**config.mk**
```make
export PLATFORM = sky130hd
export DESIGN_NAME = arp_icmp_header_classifier
export DESIGN_NICKNAME = d
export VERILOG_FILES = /design/src/hdl/aic_pkg.sv /design/src/hdl/arp_icmp_header_classifier.sv /design/src/hdl/aic_capture.sv /design/src/hdl/aic_classify.sv
export SDC_FILE = /design/constraint.sdc
export NUM_CORES = 1
export LEC_CHECK = 0
export BUFFER_PORTS_ARGS = -buffer_cell sky130_fd_sc_hd__buf_2
export CELL_PAD_IN_SITES_DETAIL_PLACEMENT = 2
export CELL_PAD_IN_SITES_GLOBAL_PLACEMENT = 2
export CORE_MARGIN = 2
export CORE_UTILIZATION = 47
export DETAILED_ROUTE_END_ITERATION = 7
export GPL_ROUTABILITY_DRIVEN = 0
export PLACE_DENSITY = 0.95
export REMOVE_ABC_BUFFERS = 1
export SETUP_SLACK_MARGIN = 0.05
export SYNTH_ARGS = -nofsm -noshare
export SYNTH_HDL_FRONTEND = slang
export SYNTH_SLANG_ARGS = --single-unit
```
**constraint.sdc**
```tcl
create_clock -name clk -period 10.1 [get_ports clk]
set_clock_uncertainty 0.05 [all_clocks]
set_input_delay 0.505 -clock clk [delete_from_list [all_inputs] [get_ports clk]]
set_output_delay 0.505 -clock clk [all_outputs]
set_load 0.01 [all_outputs]
```
**src/hdl/aic_pkg.sv**
```systemverilog
// ----------------------------------------------------------------------------
// aic_pkg
// Types and protocol constants shared by the ARP / ICMP header classifier
// ----------------------------------------------------------------------------
`default_nettype none

package aic_pkg;

    // number of header words kept per frame
    localparam int unsigned HDR_WORDS = 11;
    localparam int unsigned POS_W     = 4;

    // frame classes
    localparam logic [1:0] CLASS_NONE      = 2'd0;
    localparam logic [1:0] CLASS_ARP_REQ   = 2'd1;
    localparam logic [1:0] CLASS_ECHO_REQ  = 2'd2;
    localparam logic [1:0] CLASS_ARP_REPLY = 2'd3;

    // input word kinds
    localparam logic KIND_FRAME = 1'b0;
    localparam logic KIND_ARM   = 1'b1;

    // header match constants, wire bytes packed little-endian
    localparam logic [31:0] ARP_TYPE_WORD  = 32'h0100_0608;
    localparam logic [31:0] ARP_FMT_WORD   = 32'h0406_0008;
    localparam logic [15:0] ARP_OP_REQUEST = 16'h0100;
    localparam logic [15:0] ARP_OP_REPLY   = 16'h0200;
    localparam logic [31:0] IPV4_TYPE_WORD = 32'h0045_0008;
    localparam logic [7:0]  IP_PROTO_ICMP  = 8'h01;
    localparam logic [15:0] ICMP_ECHO_REQ  = 16'h0008;
    localparam logic [15:0] ECHO_OVERHEAD  = 16'd28;

    typedef logic [HDR_WORDS-1:0][31:0] header_t;

    typedef struct packed {
        logic        kind;
        logic [31:0] frame_word;
        logic        last_word;
    } item_t;

    typedef struct packed {
        logic [1:0]  frame_class;
        logic [31:0] peer_mac_low;
        logic [15:0] peer_mac_high;
        logic [31:0] peer_ip;
        logic [15:0] echo_ident;
        logic [15:0] echo_sequence;
        logic [15:0] echo_length;
    } result_t;

    // pending classification between capture and classify
    typedef struct packed {
        logic valid;
        logic full;
    } pend_t;

endpackage

`default_nettype wire

```
**src/hdl/arp_icmp_header_classifier.sv**
```systemverilog
// Throughput: one word per cycle unless a frame end waits on a stalled result.
// The header store and a pending flag feed one classify stage into a result
// register, which holds while stalled; the pending flag holds each frame end.
// Reset (rst_n, async, active low) clears position, pending and valid flags,
// the armed flag and both address registers; header words are not cleared.
// ----------------------------------------------------------------------------
// arp_icmp_header_classifier
// Classifies ARP and ICMP echo frames from their first eleven header words
// ----------------------------------------------------------------------------
`default_nettype none

module arp_icmp_header_classifier (
    input  wire logic             clk,
    input  wire logic             rst_n,
    input  wire logic             item_valid,
    output logic                  item_ready,
    input  wire aic_pkg::item_t   item,
    output logic                  result_valid,
    input  wire logic             result_ready,
    output aic_pkg::result_t      result,
    input  wire logic             cfg_we,
    input  wire logic             cfg_index,
    input  wire logic [31:0]      cfg_data
);
    import aic_pkg::*;

    localparam logic REG_OWN_IP     = 1'b0;
    localparam logic REG_AWAITED_IP = 1'b1;

    logic [31:0] own_ip_reg;
    logic [31:0] awaited_ip_reg;
    logic        armed_reg;
    logic        armed_next;
    logic        valid_reg;
    logic        valid_next;
    result_t     result_reg;

    header_t     header;
    pend_t       status;
    result_t     class_result;
    logic        reply_hit;
    logic        accept;
    logic        out_free;
    logic        take;

    // handshake
    assign out_free   = !valid_reg || result_ready;
    assign take       = status.valid && out_free;
    assign item_ready = !status.valid || out_free;
    assign accept     = item_valid && item_ready;

    aic_capture u_capture (
        .clk    (clk),
        .rst_n  (rst_n),
        .accept (accept),
        .item   (item),
        .take   (take),
        .header (header),
        .status (status)
    );

    aic_classify u_classify (
        .header     (header),
        .full       (status.full),
        .own_ip     (own_ip_reg),
        .awaited_ip (awaited_ip_reg),
        .armed      (armed_reg),
        .result     (class_result),
        .reply_hit  (reply_hit)
    );

    // arm command wins over a reply taken in the same cycle
    always_comb
    begin
        armed_next = armed_reg;
        if (accept && (item.kind == KIND_ARM))
            armed_next = 1'b1;
        else if (take && reply_hit)
            armed_next = 1'b0;
    end

    always_comb
    begin
        valid_next = valid_reg;
        if (take)
            valid_next = 1'b1;
        else if (result_ready)
            valid_next = 1'b0;
    end

    // control and configuration registers
    always_ff @(posedge clk or negedge rst_n)
    begin
        if (!rst_n)
        begin
            own_ip_reg     <= '0;
            awaited_ip_reg <= '0;
            armed_reg      <= 1'b0;
            valid_reg      <= 1'b0;
        end
        else
        begin
            if (cfg_we)
            begin
                unique case (cfg_index)
                    REG_OWN_IP:     own_ip_reg     <= cfg_data;
                    REG_AWAITED_IP: awaited_ip_reg <= cfg_data;
                    default:        own_ip_reg     <= own_ip_reg;
                endcase
            end
            armed_reg <= armed_next;
            valid_reg <= valid_next;
        end
    end

    // result word register
    always_ff @(posedge clk)
    begin
        if (take)
            result_reg <= class_result;
    end

    assign result_valid = valid_reg;
    assign result       = result_reg;

endmodule

`default_nettype wire

```
**src/hdl/aic_capture.sv**
```systemverilog
// ----------------------------------------------------------------------------
// aic_capture
// Keeps the first header words of a frame and flags a frame end for classify
// ----------------------------------------------------------------------------
`default_nettype none

module aic_capture (
    input  wire logic            clk,
    input  wire logic            rst_n,
    input  wire logic            accept,
    input  wire aic_pkg::item_t  item,
    input  wire logic            take,
    output aic_pkg::header_t     header,
    output aic_pkg::pend_t       status
);
    import aic_pkg::*;

    header_t          hdr_reg;
    logic [POS_W-1:0] pos_reg;
    logic [POS_W-1:0] pos_next;
    pend_t            pend_reg;
    pend_t            pend_next;
    logic             frame_acc;
    logic             frame_end;
    logic             pos_open;

    assign frame_acc = accept && (item.kind == KIND_FRAME);
    assign frame_end = frame_acc && item.last_word;
    assign pos_open  = (pos_reg < POS_W'(HDR_WORDS));

    // word position, saturating once the header is full
    always_comb
    begin
        pos_next = pos_reg;
        if (frame_acc)
        begin
            if (item.last_word)
                pos_next = '0;
            else if (pos_open)
                pos_next = pos_reg + POS_W'(1);
        end
    end

    // pending frame end, held until the result register takes it
    always_comb
    begin
        pend_next = pend_reg;
        if (frame_end)
        begin
            pend_next.valid = 1'b1;
            pend_next.full  = (pos_reg >= POS_W'(HDR_WORDS - 1));
        end
        else if (take)
        begin
            pend_next.valid = 1'b0;
        end
    end

    always_ff @(posedge clk or negedge rst_n)
    begin
        if (!rst_n)
        begin
            pos_reg  <= '0;
            pend_reg <= '0;
        end
        else
        begin
            pos_reg  <= pos_next;
            pend_reg <= pend_next;
        end
    end

    // header store, written only at the current position
    always_ff @(posedge clk)
    begin
        if (frame_acc && pos_open)
            hdr_reg[pos_reg] <= item.frame_word;
    end

    assign header = hdr_reg;
    assign status = pend_reg;

endmodule

`default_nettype wire

```
**src/hdl/aic_classify.sv**
```systemverilog
// ----------------------------------------------------------------------------
// aic_classify
// Decodes the stored header into a frame class and the peer fields
// ----------------------------------------------------------------------------
`default_nettype none

module aic_classify (
    input  wire aic_pkg::header_t header,
    input  wire logic             full,
    input  wire logic [31:0]      own_ip,
    input  wire logic [31:0]      awaited_ip,
    input  wire logic             armed,
    output aic_pkg::result_t      result,
    output logic                  reply_hit
);
    import aic_pkg::*;

    logic        is_arp;
    logic        arp_req_hit;
    logic        echo_hit;
    logic        arp_rep_hit;
    logic [15:0] ip_total;

    // header field compares
    assign is_arp = (header[3] == ARP_TYPE_WORD) && (header[4] == ARP_FMT_WORD);

    assign arp_req_hit = full && is_arp && (header[5][15:0] == ARP_OP_REQUEST)
                         && (header[9][31:16] == own_ip[15:0])
                         && (header[10][15:0] == own_ip[31:16]);

    assign echo_hit = full && (header[3] == IPV4_TYPE_WORD)
                      && (header[5][31:24] == IP_PROTO_ICMP)
                      && (header[8][31:16] == ICMP_ECHO_REQ)
                      && (header[7][31:16] == own_ip[15:0])
                      && (header[8][15:0] == own_ip[31:16]);

    assign arp_rep_hit = full && armed && is_arp
                         && (header[5][15:0] == ARP_OP_REPLY)
                         && (header[7] == awaited_ip);

    // ip total length is big-endian on the wire
    assign ip_total = {header[4][7:0], header[4][15:8]};

    // priority: arp request, echo request, awaited arp reply
    always_comb
    begin
        result    = '0;
        reply_hit = 1'b0;
        if (arp_req_hit)
        begin
            result.frame_class   = CLASS_ARP_REQ;
            result.peer_mac_low  = {header[6][15:0], header[5][31:16]};
            result.peer_mac_high = header[6][31:16];
            result.peer_ip       = header[7];
        end
        else if (echo_hit)
        begin
            result.frame_class   = CLASS_ECHO_REQ;
            result.peer_mac_low  = {header[2][15:0], header[1][31:16]};
            result.peer_mac_high = header[2][31:16];
            result.peer_ip       = {header[7][15:0], header[6][31:16]};
            result.echo_ident    = header[9][31:16];
            result.echo_sequence = header[10][15:0];
            result.echo_length   = ip_total - ECHO_OVERHEAD;
        end
        else if (arp_rep_hit)
        begin
            result.frame_class   = CLASS_ARP_REPLY;
            result.peer_mac_low  = {header[6][15:0], header[5][31:16]};
            result.peer_mac_high = header[6][31:16];
            result.peer_ip       = header[7];
            reply_hit            = 1'b1;
        end
    end

endmodule

`default_nettype wire

```
==> summary.md <==
The flow ran to the end, and the final reports show no timing, DRC or antenna violations. Across every metal layer, demand over resource in global routing totals 33.6%. In the post-synthesis netlist, the cell with the most instances is sky130_fd_sc_hd__edfxtp_1.

Category of the most critical setup path: reg -> reg. The number of detailed-routing iterations run before antenna repair was 5. The clock insertion delay at the later pin of the skew report is 0.57 ns, and the total negative slack is 0 ns. In this run the tool buffered the top-level ports with 203 buffer cells. Data arrives at the worst endpoint at 5.26 ns. The switching power share of the total was 24.0%.

The commonest cells after synthesis are sky130_fd_sc_hd__edfxtp_1, sky130_fd_sc_hd__xnor2_1, sky130_fd_sc_hd__dfrtp_1, sky130_fd_sc_hd__a32o_1, sky130_fd_sc_hd__mux2_2. The clock network accounts for 41.0% of the total power. The clock passes through at most 3 buffers.

Dividing the detail-routed wire length by the instance count gives 37.3 um. The internal portion of the total power is 0.00332 W. In the synthesized netlist the dominant register cell turns out to be sky130_fd_sc_hd__edfxtp_1. The finished cells cover 20900 um^2. The initial antenna violation count is 4, and the placed cell count is 1649. The first global-routing pass estimated 91500 um of wire. The register with the most flip-flops in the layout has 272 of them. The fraction of the cycle the final worst path needs is 48.6%, and the number of flops mapped to enable cells by yosys is 402. Setup repair after global routing left no endpoint under its margin. In this run the core area contains 71 standard-cell rows. The placed instances occupy a cell area of 19400 um^2.

The total count of hold-check failures in the final report is 0. The maximum operating frequency is 204 MHz. Combinational logic is responsible for 6.6% of the overall power. The number of levels in the clock H-tree was 2; the final global-route overflow total was 0. Post-detailed-route via-to-cell ratio: 6.21.

The async set-reset flop share out of synthesis is 15.2%. Placeable core region: 37500 um^2. Setup violations remaining at the end of the flow were counted as 0. The number of global-route vias before repair is 11700, and the number of slew-limit violations in the final report is 0. TritonCTS built the clock tree.

The critical path startpoint category was a flop. Clock tree root driver cell: sky130_fd_sc_hd__clkbuf_16. The final standard cell count with taps included and fillers excluded came out at 1739.

The overall power after layout was 0.00437 W; the largest fanout on the critical path was 85. Compared with the post-synthesis result, the final layout area differs by 17.4%. Measured in cells, the most critical reg-to-reg path has a length of 7. At the worst endpoint, the required time is 10.45 ns.

The starting density of the core was 47.5%; the number of DRC markers in iteration 0 was 1369. Sequential elements use 78.0% of the synthesized area. The post-synthesis instance area was 17800 um^2; the vertical die dimension was 199 um. The detail route stage leaves a number of antenna-violating nets equal to 0. Number of remaining DRC errors: 0.

The detailed placer's ending HPWL came out at 40500 um. Entering global routing, the biggest net connects 86 pins. The clock slew seen by the registers of the worst setup and hold paths was 0.06 ns; the sequential cell area was 13900 um^2. Average cell area after synthesis: 18.5 um^2. The final critical-path required period was 4.90 ns; the top cell type's share of synthesized area was 67.8%. The fraction of layout instances using a drive strength above 1 is 29.8%, and the max-capacitance violation count is 0. STA classifies the critical path endpoint as a flop.

The tools report the number of warnings reported in the yosys synthesis log as 0. The leakage dissipation came out at 7.52 nW. The source of the critical timing path was u_capture.header[251]. Buffers added to address setup during post-CTS repair amount to 0. For the pin with the worst max-slew slack, the measured transition is 1.38 ns. Counting the buffers created by CTS gives 49. VDD sags by at most 0.116 mV. The number of distinct library cells after synthesis is 42. Once the clock tree was built, the resizer swapped 0 gates to a different size. Clock tree synthesis found a total of 474 sinks.

In the final layout, the multi-input gates occupy 3700 um^2. After filler insertion, the fill cell instance count of the layout stands at 3287. The number of hold buffers added after CTS was 0; the number of synthesized register bits was 474.

For the number of primary I/O pins, the log shows 204. For this run, the post-layout net count is 1267. The routed via count was 10800; the area enclosed by the die boundary was 39400 um^2. The routed design has 64900 um of wire. The class of the worst hold path was in -> async. Worst slew slack as a fraction of its limit: 7.99%. The startpoint of the worst register-to-register path was u_capture.header[251]. The die is 199 um wide. In the post-synthesis netlist, the biggest area contributors are sky130_fd_sc_hd__edfxtp_1, sky130_fd_sc_hd__dfrtp_1, sky130_fd_sc_hd__mux2_2, sky130_fd_sc_hd__a32o_1, sky130_fd_sc_hd__xnor2_1. Sequential cells burn 52.4% of the power.

The largest total area in the synthesized netlist belongs to sky130_fd_sc_hd__edfxtp_1. For the net switching power, the log shows 0.00105 W. Synthesis produced a netlist whose cell count is 961. The power density over the cells came out at 209 nW/um^2.
[power by group through the flow]
| stage | combinational (W) | sequential [W] | clock, W |
|---|---|---|---|
| 2_1_floorplan | 0.000132 | 0.00230 | 0 |
| 3_5_place_dp | 0.000271 | 0.00232 | 0 |
| 6_report | 0.000287 | 0.00229 | 0.00179 |
| 5_1_grt | 0.000299 | 0.00230 | 0.00187 |
| 3_3_place_gp | 0.000239 | 0.00230 | 0 |
| 4_1_cts | 0.000284 | 0.00229 | 0.00181 |
[area by class of cell]
class | instances | area share [%]
sequential | 474 | 66.4
multi-input combinational | 442 | 17.7
clock buffer | 74 | 6.76
timing repair buffer | 217 | 5.37
tap | 511 | 3.06
clock inverter | 15 | 0.587
inverter | 5 | 0.0898
antenna | 1 | 0.0120
[critical path, cell delays in order, from the launching register on]
cell and delay, ns:
sky130_fd_sc_hd__edfxtp_1 0.52, sky130_fd_sc_hd__xnor2_1 0.50, sky130_fd_sc_hd__nand4_1 0.32, sky130_fd_sc_hd__nor4_1 0.44, sky130_fd_sc_hd__nand3_1 0.68, sky130_fd_sc_hd__nor2_4 0.95
sky130_fd_sc_hd__buf_4 0.90, sky130_fd_sc_hd__a32o_1 0.31
[cells by family (layout without fill, tap and decap cells)]
kind of cell,count (synthesis),after routing,share of synthesized area (%)
AO/OA/AOI/OAI,98,98,5.34
XOR/XNOR,107,107,5.27
multiplexers,64,64,4.05
buffers and inverters,45,311,1.33
other,0,1,0
AND/OR/NAND/NOR,167,167,5.63
adder cells (fa/ha/maj),6,6,0.422
flip-flops,474,474,78.0
[metal layers]
layer / part of all wire (%) / vias up / GRT usage [%]
met5: 0.018 / - / 0
met4: 4.7 / 2 / 14.0
met3: 6.8 / 162 / 4.95
met2: 50 / 614 / 57.6
met1: 38 / 5764 / 43.2
li1: - / 4253 / -
[final timing paths]
path	end	slack [ns]
max	result[124]	5.20
max reg2reg	result[124]	5.20
min in group clk	own_ip_reg[1]	0.16
min reg2reg	result_valid	0.47
min	u_capture.status[1]	0.13
max in group asynchronous	awaited_ip_reg[16]	9.14
[per-stage QoR]
step | utilization, % | setup WS (ns) | hold slack [ns]
after CTS | 55.7 | 5.35 | 0.144
final | 55.7 | 5.20 | 0.132
after global placement | 51.6 | 6.01 | 0.428
after global routing | 55.7 | 5.10 | 0.155
after detailed placement | 51.6 | 5.57 | 0.456
after floorplan | - | 5.93 | 0.159
[cell usage in the layout (no fill, tap or decap), drive strengths merged, types with 3 or more instances in the layout]
cell type and instances:
nor4 26, nand4 24, a32o 80, nor2 10, clkbuf 74, inv 6, xor2 34, nand2b 4
edfxtp 402, xnor2 73, a21oi 4, ha 6, mux2 64, nand2 12, nor3 20, o21ai 3
dfrtp 72, buf 217, and2 46, nor4b 11, nand3 4, clkinv 12
(Power assumes the default switching activity.)
